$ cat src/hw/rtl/phlm_pkg.sv
// ----------------------------------------------------------------------------
// phlm_pkg
// Shared types and constants for the peak-hold level meter.
// ----------------------------------------------------------------------------
package phlm_pkg;

  // field widths
  localparam int GAIN_W  = 16;
  localparam int NCH_W   = 2;
  localparam int TIME_W  = 32;
  localparam int HOLD_W  = 16;
  localparam int CLS_W   = 2;
  localparam int CFG_A_W = 2;
  localparam int CFG_D_W = 16;

  // stream widths, padded to whole bytes
  localparam int IN_RAW_W  = 2 * GAIN_W + NCH_W + TIME_W;
  localparam int IN_DATA_W = ((IN_RAW_W + 7) / 8) * 8;
  localparam int OUT_RAW_W  = 4 * GAIN_W + 1 + CLS_W;
  localparam int OUT_DATA_W = ((OUT_RAW_W + 7) / 8) * 8;

  // reciprocal multipliers: floor(x/10) for x < 2^22, floor(y/5) for y < 2^19
  localparam int SUM_W      = GAIN_W + 4;
  localparam int DIV10_SH   = 23;
  localparam logic [SUM_W-1:0] DIV10_MULT = 20'd838861;
  localparam int DEC_W      = GAIN_W + 2;
  localparam int DIV5_SH    = 21;
  localparam logic [DEC_W:0] DIV5_MULT = 19'd419431;

  // configuration register indexes
  typedef enum logic [CFG_A_W-1:0] {
    REG_HOLD_TIME = 2'd0,
    REG_HOLD_EN   = 2'd1,
    REG_CLIP_THR  = 2'd2,
    REG_WARN_THR  = 2'd3
  } cfg_reg_t;

  // configuration reset values
  localparam logic [HOLD_W-1:0] HOLD_TIME_RST = 16'd3000;
  localparam logic [GAIN_W-1:0] CLIP_THR_RST  = 16'd32768;
  localparam logic [GAIN_W-1:0] WARN_THR_RST  = 16'd8231;

  // level classes
  localparam logic [CLS_W-1:0] CLS_NONE = 2'd0;
  localparam logic [CLS_W-1:0] CLS_WARN = 2'd1;
  localparam logic [CLS_W-1:0] CLS_CLIP = 2'd2;

  // per-channel update result
  typedef struct packed {
    logic [GAIN_W-1:0] level;
    logic [GAIN_W-1:0] peak;
    logic [TIME_W-1:0] stamp;
    logic              changed;
    logic              decayed;
  } chan_res_t;

endpackage

$ cat src/hw/rtl/phlm_chan.sv
// ----------------------------------------------------------------------------
// phlm_chan
// One channel's refresh: level smoothing, peak tracking, hold and decay.
// ----------------------------------------------------------------------------
module phlm_chan
  import phlm_pkg::*;
(
  input  logic [GAIN_W-1:0] gain,
  input  logic [GAIN_W-1:0] level,
  input  logic [GAIN_W-1:0] peak,
  input  logic [TIME_W-1:0] stamp,
  input  logic [TIME_W-1:0] now,
  input  logic              hold_en,
  input  logic [HOLD_W-1:0] hold_time,
  input  logic              upd,
  output chan_res_t         res
);

  logic [SUM_W-1:0]         sum;
  logic [2*SUM_W-1:0]       lv_prod;
  logic [GAIN_W-1:0]        lv;
  logic [DEC_W-1:0]         pk4;
  logic [2*DEC_W:0]         dec_prod;
  logic [GAIN_W-1:0]        pk_dec;
  logic [TIME_W-1:0]        elapsed;
  logic                     hold_over;

  // level + 9 * gain, then divide by ten
  assign sum     = SUM_W'(level) + (SUM_W'(gain) << 3) + SUM_W'(gain);
  assign lv_prod = sum * DIV10_MULT;
  assign lv      = lv_prod[DIV10_SH +: GAIN_W];

  // decayed peak: peak * 4 / 5
  assign pk4      = {peak, 2'b00};
  assign dec_prod = pk4 * DIV5_MULT;
  assign pk_dec   = dec_prod[DIV5_SH +: GAIN_W];

  // wrapping age of the held peak
  assign elapsed   = now - stamp;
  assign hold_over = elapsed > TIME_W'(hold_time);

  always_comb begin
    res = '{level: level, peak: peak, stamp: stamp, changed: 1'b0, decayed: 1'b0};
    if (upd) begin
      res.level = lv;
      if (hold_en) begin
        if (lv > peak) begin
          res.peak  = lv;
          res.stamp = now;
        end else if (hold_over) begin
          res.peak    = pk_dec;
          res.decayed = 1'b1;
        end
      end
      res.changed = (lv != level) || (res.peak != peak);
    end
  end

endmodule

$ cat src/hw/rtl/peak_hold_level_meter_top.sv
// ----------------------------------------------------------------------------
// peak_hold_level_meter_top
// Peak-hold level meter: smoothed levels, held peaks and a latched clip class.
// ----------------------------------------------------------------------------
//  channel  | direction | content
//  in_      | slave     | one refresh beat: gains, channel count, time
//  out_     | master    | one result beat per refresh: levels, peaks, flags
//  cfg_     | write     | hold time, hold enable, clip and warn thresholds
//
//  One refresh per cycle sustained while out_tready is high; a beat passes
//  through the input register, then the result register, to out_tvalid.
//  The meter state is updated in the same cycle the result register loads.
//  When out_tready is low and a result is waiting, the input register holds
//  its beat and in_tready drops only once both stages are full.
//  rst_n clears all meter state and valid flags and resets the config registers.
// ----------------------------------------------------------------------------
module peak_hold_level_meter_top
  import phlm_pkg::*;
#(
  parameter int CHANNELS = 2
) (
  input  logic                  clk,
  input  logic                  rst_n,
  // gain_in_0, gain_in_1, valid_channels, now_ms (from bit 0), zero padded
  input  logic [IN_DATA_W-1:0]  in_tdata,
  input  logic                  in_tvalid,
  output logic                  in_tready,
  // level_0, level_1, peak_0, peak_1, changed, clip_state (from bit 0), zero padded
  output logic [OUT_DATA_W-1:0] out_tdata,
  output logic                  out_tvalid,
  input  logic                  out_tready,
  input  logic                  cfg_wr_en,
  input  logic [CFG_A_W-1:0]    cfg_addr,
  input  logic [CFG_D_W-1:0]    cfg_wdata
);

  // configuration registers
  logic [HOLD_W-1:0] hold_time_r;
  logic              hold_en_r;
  logic [GAIN_W-1:0] clip_thr_r;
  logic [GAIN_W-1:0] warn_thr_r;

  always_ff @(posedge clk) begin
    if (!rst_n) begin
      hold_time_r <= HOLD_TIME_RST;
      hold_en_r   <= 1'b0;
      clip_thr_r  <= CLIP_THR_RST;
      warn_thr_r  <= WARN_THR_RST;
    end else if (cfg_wr_en) begin
      unique case (cfg_reg_t'(cfg_addr))
        REG_HOLD_TIME: hold_time_r <= cfg_wdata;
        REG_HOLD_EN:   hold_en_r   <= cfg_wdata[0];
        REG_CLIP_THR:  clip_thr_r  <= cfg_wdata;
        REG_WARN_THR:  warn_thr_r  <= cfg_wdata;
        default: ;
      endcase
    end
  end

  // input register
  logic                in_vld_r;
  logic [GAIN_W-1:0]   in_gain_r [2];
  logic [NCH_W-1:0]    in_nch_r;
  logic [TIME_W-1:0]   in_now_r;
  logic                advance;

  assign advance   = in_vld_r && (!out_tvalid || out_tready);
  assign in_tready = !in_vld_r || advance;

  always_ff @(posedge clk) begin
    if (!rst_n) begin
      in_vld_r <= 1'b0;
    end else if (in_tready) begin
      in_vld_r <= in_tvalid;
    end
  end

  always_ff @(posedge clk) begin
    if (in_tready && in_tvalid) begin
      in_gain_r[0] <= in_tdata[0 +: GAIN_W];
      in_gain_r[1] <= in_tdata[GAIN_W +: GAIN_W];
      in_nch_r     <= in_tdata[2*GAIN_W +: NCH_W];
      in_now_r     <= in_tdata[2*GAIN_W+NCH_W +: TIME_W];
    end
  end

  // meter state
  logic [GAIN_W-1:0] level_r [CHANNELS];
  logic [GAIN_W-1:0] peak_r  [CHANNELS];
  logic [TIME_W-1:0] stamp_r [CHANNELS];
  logic [CLS_W-1:0]  cls_r;
  logic [CLS_W-1:0]  cls_nxt;
  chan_res_t         res [CHANNELS];

  // per-channel update
  for (genvar ch = 0; ch < CHANNELS; ch++) begin : g_chan
    phlm_chan u_chan (
      .gain      (in_gain_r[ch]),
      .level     (level_r[ch]),
      .peak      (peak_r[ch]),
      .stamp     (stamp_r[ch]),
      .now       (in_now_r),
      .hold_en   (hold_en_r),
      .hold_time (hold_time_r),
      .upd       (in_nch_r > NCH_W'(ch)),
      .res       (res[ch])
    );

    always_ff @(posedge clk) begin
      if (!rst_n) begin
        level_r[ch] <= '0;
        peak_r[ch]  <= '0;
        stamp_r[ch] <= '0;
      end else if (advance) begin
        level_r[ch] <= res[ch].level;
        peak_r[ch]  <= res[ch].peak;
        stamp_r[ch] <= res[ch].stamp;
      end
    end
  end

  // largest level, class and latching
  logic              any_chg;
  logic              any_dec;
  logic [GAIN_W-1:0] max_lv;
  logic [CLS_W-1:0]  cls_new;

  always_comb begin
    any_chg = 1'b0;
    any_dec = 1'b0;
    max_lv  = '0;
    for (int i = 0; i < CHANNELS; i++) begin
      any_chg = any_chg | res[i].changed;
      any_dec = any_dec | res[i].decayed;
      if (res[i].level > max_lv) max_lv = res[i].level;
    end
    priority if (max_lv >= clip_thr_r) cls_new = CLS_CLIP;
    else if (max_lv >= warn_thr_r)     cls_new = CLS_WARN;
    else                                cls_new = CLS_NONE;
    cls_nxt = cls_r;
    if (any_chg && ((cls_r < cls_new) || any_dec)) cls_nxt = cls_new;
  end

  always_ff @(posedge clk) begin
    if (!rst_n) begin
      cls_r <= CLS_NONE;
    end else if (advance) begin
      cls_r <= cls_nxt;
    end
  end

  // result register
  logic                  out_vld_r;
  logic [OUT_RAW_W-1:0]  out_data_r;
  logic [OUT_RAW_W-1:0]  out_data_nxt;
  logic [GAIN_W-1:0]     lv_hi;
  logic [GAIN_W-1:0]     pk_hi;

  if (CHANNELS > 1) begin : g_hi
    assign lv_hi = res[CHANNELS-1].level;
    assign pk_hi = res[CHANNELS-1].peak;
  end else begin : g_no_hi
    assign lv_hi = '0;
    assign pk_hi = '0;
  end

  assign out_data_nxt = {cls_nxt, any_chg, pk_hi, res[0].peak, lv_hi, res[0].level};

  always_ff @(posedge clk) begin
    if (!rst_n) begin
      out_vld_r <= 1'b0;
    end else if (advance) begin
      out_vld_r <= 1'b1;
    end else if (out_tready) begin
      out_vld_r <= 1'b0;
    end
  end

  always_ff @(posedge clk) begin
    if (advance) out_data_r <= out_data_nxt;
  end

  assign out_tvalid = out_vld_r;
  assign out_tdata  = OUT_DATA_W'(out_data_r);

endmodule
$ cat config.mk
export PLATFORM = sky130hd
export DESIGN_NAME = peak_hold_level_meter_top
export DESIGN_NICKNAME = d
export VERILOG_FILES = /design/src/hw/rtl/phlm_pkg.sv /design/src/hw/rtl/phlm_chan.sv /design/src/hw/rtl/peak_hold_level_meter_top.sv
export SDC_FILE = /design/constraint.sdc
export NUM_CORES = 2
export LEC_CHECK = 0
export BUFFER_PORTS_ARGS = -buffer_cell sky130_fd_sc_hd__buf_2
export CAP_MARGIN = 20
export CORE_ASPECT_RATIO = 0.6
export CORE_UTILIZATION = 45
export CTS_BUF_LIST = sky130_fd_sc_hd__clkbuf_8
export DETAILED_ROUTE_END_ITERATION = 8
export PLACE_DENSITY = 0.68
export SLEW_MARGIN = 20
export SYNTH_ARGS = -nofsm -noshare
export SYNTH_HDL_FRONTEND = slang
export SYNTH_SLANG_ARGS = --single-unit
$ cat constraint.sdc
create_clock -name clk -period 20.2 [get_ports clk]
set_input_delay 1.01 -clock clk [delete_from_list [all_inputs] [get_ports clk]]
set_output_delay 1.01 -clock clk [all_outputs]
set_load 0.005 [all_outputs]
==> metrics.txt <==
sequential-to-total area share from yosys stat 0.1854; routed len/inst 22.07 um; hold_buf cts 0; GR Overflow Total 0; WP data arrival 17.73 ns; Period Utilization, post-route 0.8484; full die area 0.1080 mm2; layout cell share with drive strength beyond 1 0.07056; post_cts resized 0; area grow syn2layout 7.583%; Root Buffer clkbuf_8; Slowest Stage Delay on Critical Path 0.65 ns; Die Width 423.6 um; vias in the first global route 37,320; post-route ant nets 0; post-CTS setup buffers 0; Max-slew headroom 0.2681; max cap viols 0; # DRC 0; worst hold stages 2; Longest Clk Path Bufs 3; clk slew on worst S/H paths 0.07 ns; DR iter-0 viols 4,233; Core Region 0.1053 mm2; Inserted Clock Buffers 54; hpwl dp 126.6 mm; total number of vias 39,230; Ys Warns 0; sequential cell area 0.008900 mm2; final core occ 0.4903; Final Critical Period 17.14 ns; routability cong. 1.030; Critical Path Source Type flip-flop; multi-input logic area 0.03497 mm2; Fmax 0.05835 GHz; final setup fails 0; Top FF cell, synth edfxtp_1; pin count of the biggest net entering global routing 67; Sink Count 314; # fillers 9,936; IO buf count 157; HP Class flip-flop to flip-flop; number of synthesized flops with an enable pin 261; H-tree Lvls 2; Setup TNS 0 ns; cell area after synthesis 0.04800 mm2; most frequent cells in the layout inv_1, ha_1, fa_1; Avg Vias per Cell 5.780; Worst Skew 0.05135 ns; GRT Total Usage 0.2746; clk_lat worst skew 0.69 ns; Final Hold Vio Count 0; io pins 169; final wirelength 149.8 mm; initial core utilization 0.4557; First-pass DRT Iterations 8; post-synthesis average cell area 9.238 um2; DIE HEIGHT 255.0 um; commonest non-fill, non-tap cell in the layout inv_1; Worst path most repeated cell ha_1; Final nets 6,731; row count 92; FF+latch count, synth 314; CTS tree built; FFs w/ async S/R, synth 0; CP Max Fanout 16; crit end category flip-flop; status completed; Reg2Reg Depth 65; Netlist cell types 109; CP max-delay cell a2111oi_1; Crit Path Class flip-flop to flip-flop; final slew viol count 0; initial antenna violation count 19; RSZ-0062 raised after global routing no; Critical Path RT 20.79 ns; first-pass GRT wire length 226.2 mm; Syn Inst Count 5,196; Least-Margin Pin Slew 1.090 ns
-- synthesized netlist by cell type, drive strengths merged, types with 16 or more instances --
library cell	n	area, um2
a2111oi	19	175.2
nand3	68	352.8
ha	837	10470
nand4	70	437.9
a21oi	276	1381
and4	16	142.6
and2	59	369.1
xnor2	96	848.3
a211oi	45	352.8
o211ai	54	419.2
clkbuf	109	409.1
o21a	48	360.4
mux2i	51	510.5
nor4	21	146.4
dfxtp	53	1061
inv	988	3709
o22ai	18	112.6
buf	19	100.1
fa	473	9469
a21boi	60	450.4
o31ai	22	165.2
nor3	84	441.7
o21ai	194	974.7
nand2b	26	162.7
or2	26	162.7
xor2	57	499.2
a31oi	32	200.2
and3	30	187.7
edfxtp	261	7838
nand2	358	1344
or3	24	150.1
a21o	72	541.8
nor2b	29	181.4
nor2	323	1212
-- routing by layer --
layer | vias to the layer above | track usage | part of all wire
li1 | 18150 | - | -
met1 | 19120 | 0.4377 | 0.49
met2 | 1769 | 0.3726 | 0.39
met3 | 180 | 0.06126 | 0.10
met4 | 16 | 0.04930 | 0.016
met5 | - | 0 | 0.00067
-- cells by family after synthesis --
group / share of synthesized area
adder cells (fa/ha/maj): 0.4155
AND/OR/NAND/NOR: 0.1181
buffers and inverters: 0.08795
AO/OA/AOI/OAI: 0.1472
flip-flops: 0.1854
XOR/XNOR: 0.03188
multiplexers: 0.01392
other: 0.00007813
-- worst paths after layout --
check | slack [ns] | to | from
worst min register to register | 0.46 | clip_thr_r[10] | clip_thr_r[10]
worst min-delay path | 0.46 | clip_thr_r[10] | clip_thr_r[10]
worst max register to register | 3.06 | cls_r[1] | level_r[0][1]
worst max-delay path | 3.06 | cls_r[1] | level_r[0][1]
-- worst max-delay path: cells and delay by family (launching register included) --
kind | cells | cell delay (ns)
AOI/OAI and AO/OA | 29 | 6.72
adders and majority gates | 14 | 5.00
and+or+nand+nor | 13 | 2.45
muxes | 2 | 0.85
buffers and inverters | 6 | 0.78
xor gates and xnor gates | 1 | 0.65
DFF | 1 | 0.56
-- state kept, by name (all words and copies together) (netlist names) --
register	cells
hold_en_r	1
clip_thr_r	16
in_nch_r	2
in_gain_r	32
warn_thr_r	16
peak_r	32
cls_r	2
in_vld_r	1
out_data_r	67
level_r	32
hold_time_r	16
in_now_r	32
out_tvalid	1
stamp_r	64
-- per-stage QoR --
stage	instances	instance area, um2	worst slack, ns	hold slack (ns)
floorplan	5200	48010	5.602	0.4435
global placement	6680	50420	3.865	0.4525
detailed placement	6680	50430	3.450	0.4586
CTS	6781	51620	3.309	0.4489
global route	6787	51640	1.811	0.4611
finish	6787	51640	3.062	0.4644
-- area by class of cell --
cell class                      count  share of cell area
Multi-Input combinational cell   3769              0.6772
Sequential cell                   314              0.1723
Clock buffer                       55             0.01466
Antenna cell                        6           0.0002908
Inverter                          989             0.07189
Clock inverter                     46            0.008311
Tap cell                         1410             0.03416
Timing Repair Buffer              198             0.02118
Power is not shown: default switching activity piles up to over one toggle a cycle in this logic, so the estimate is an artifact.
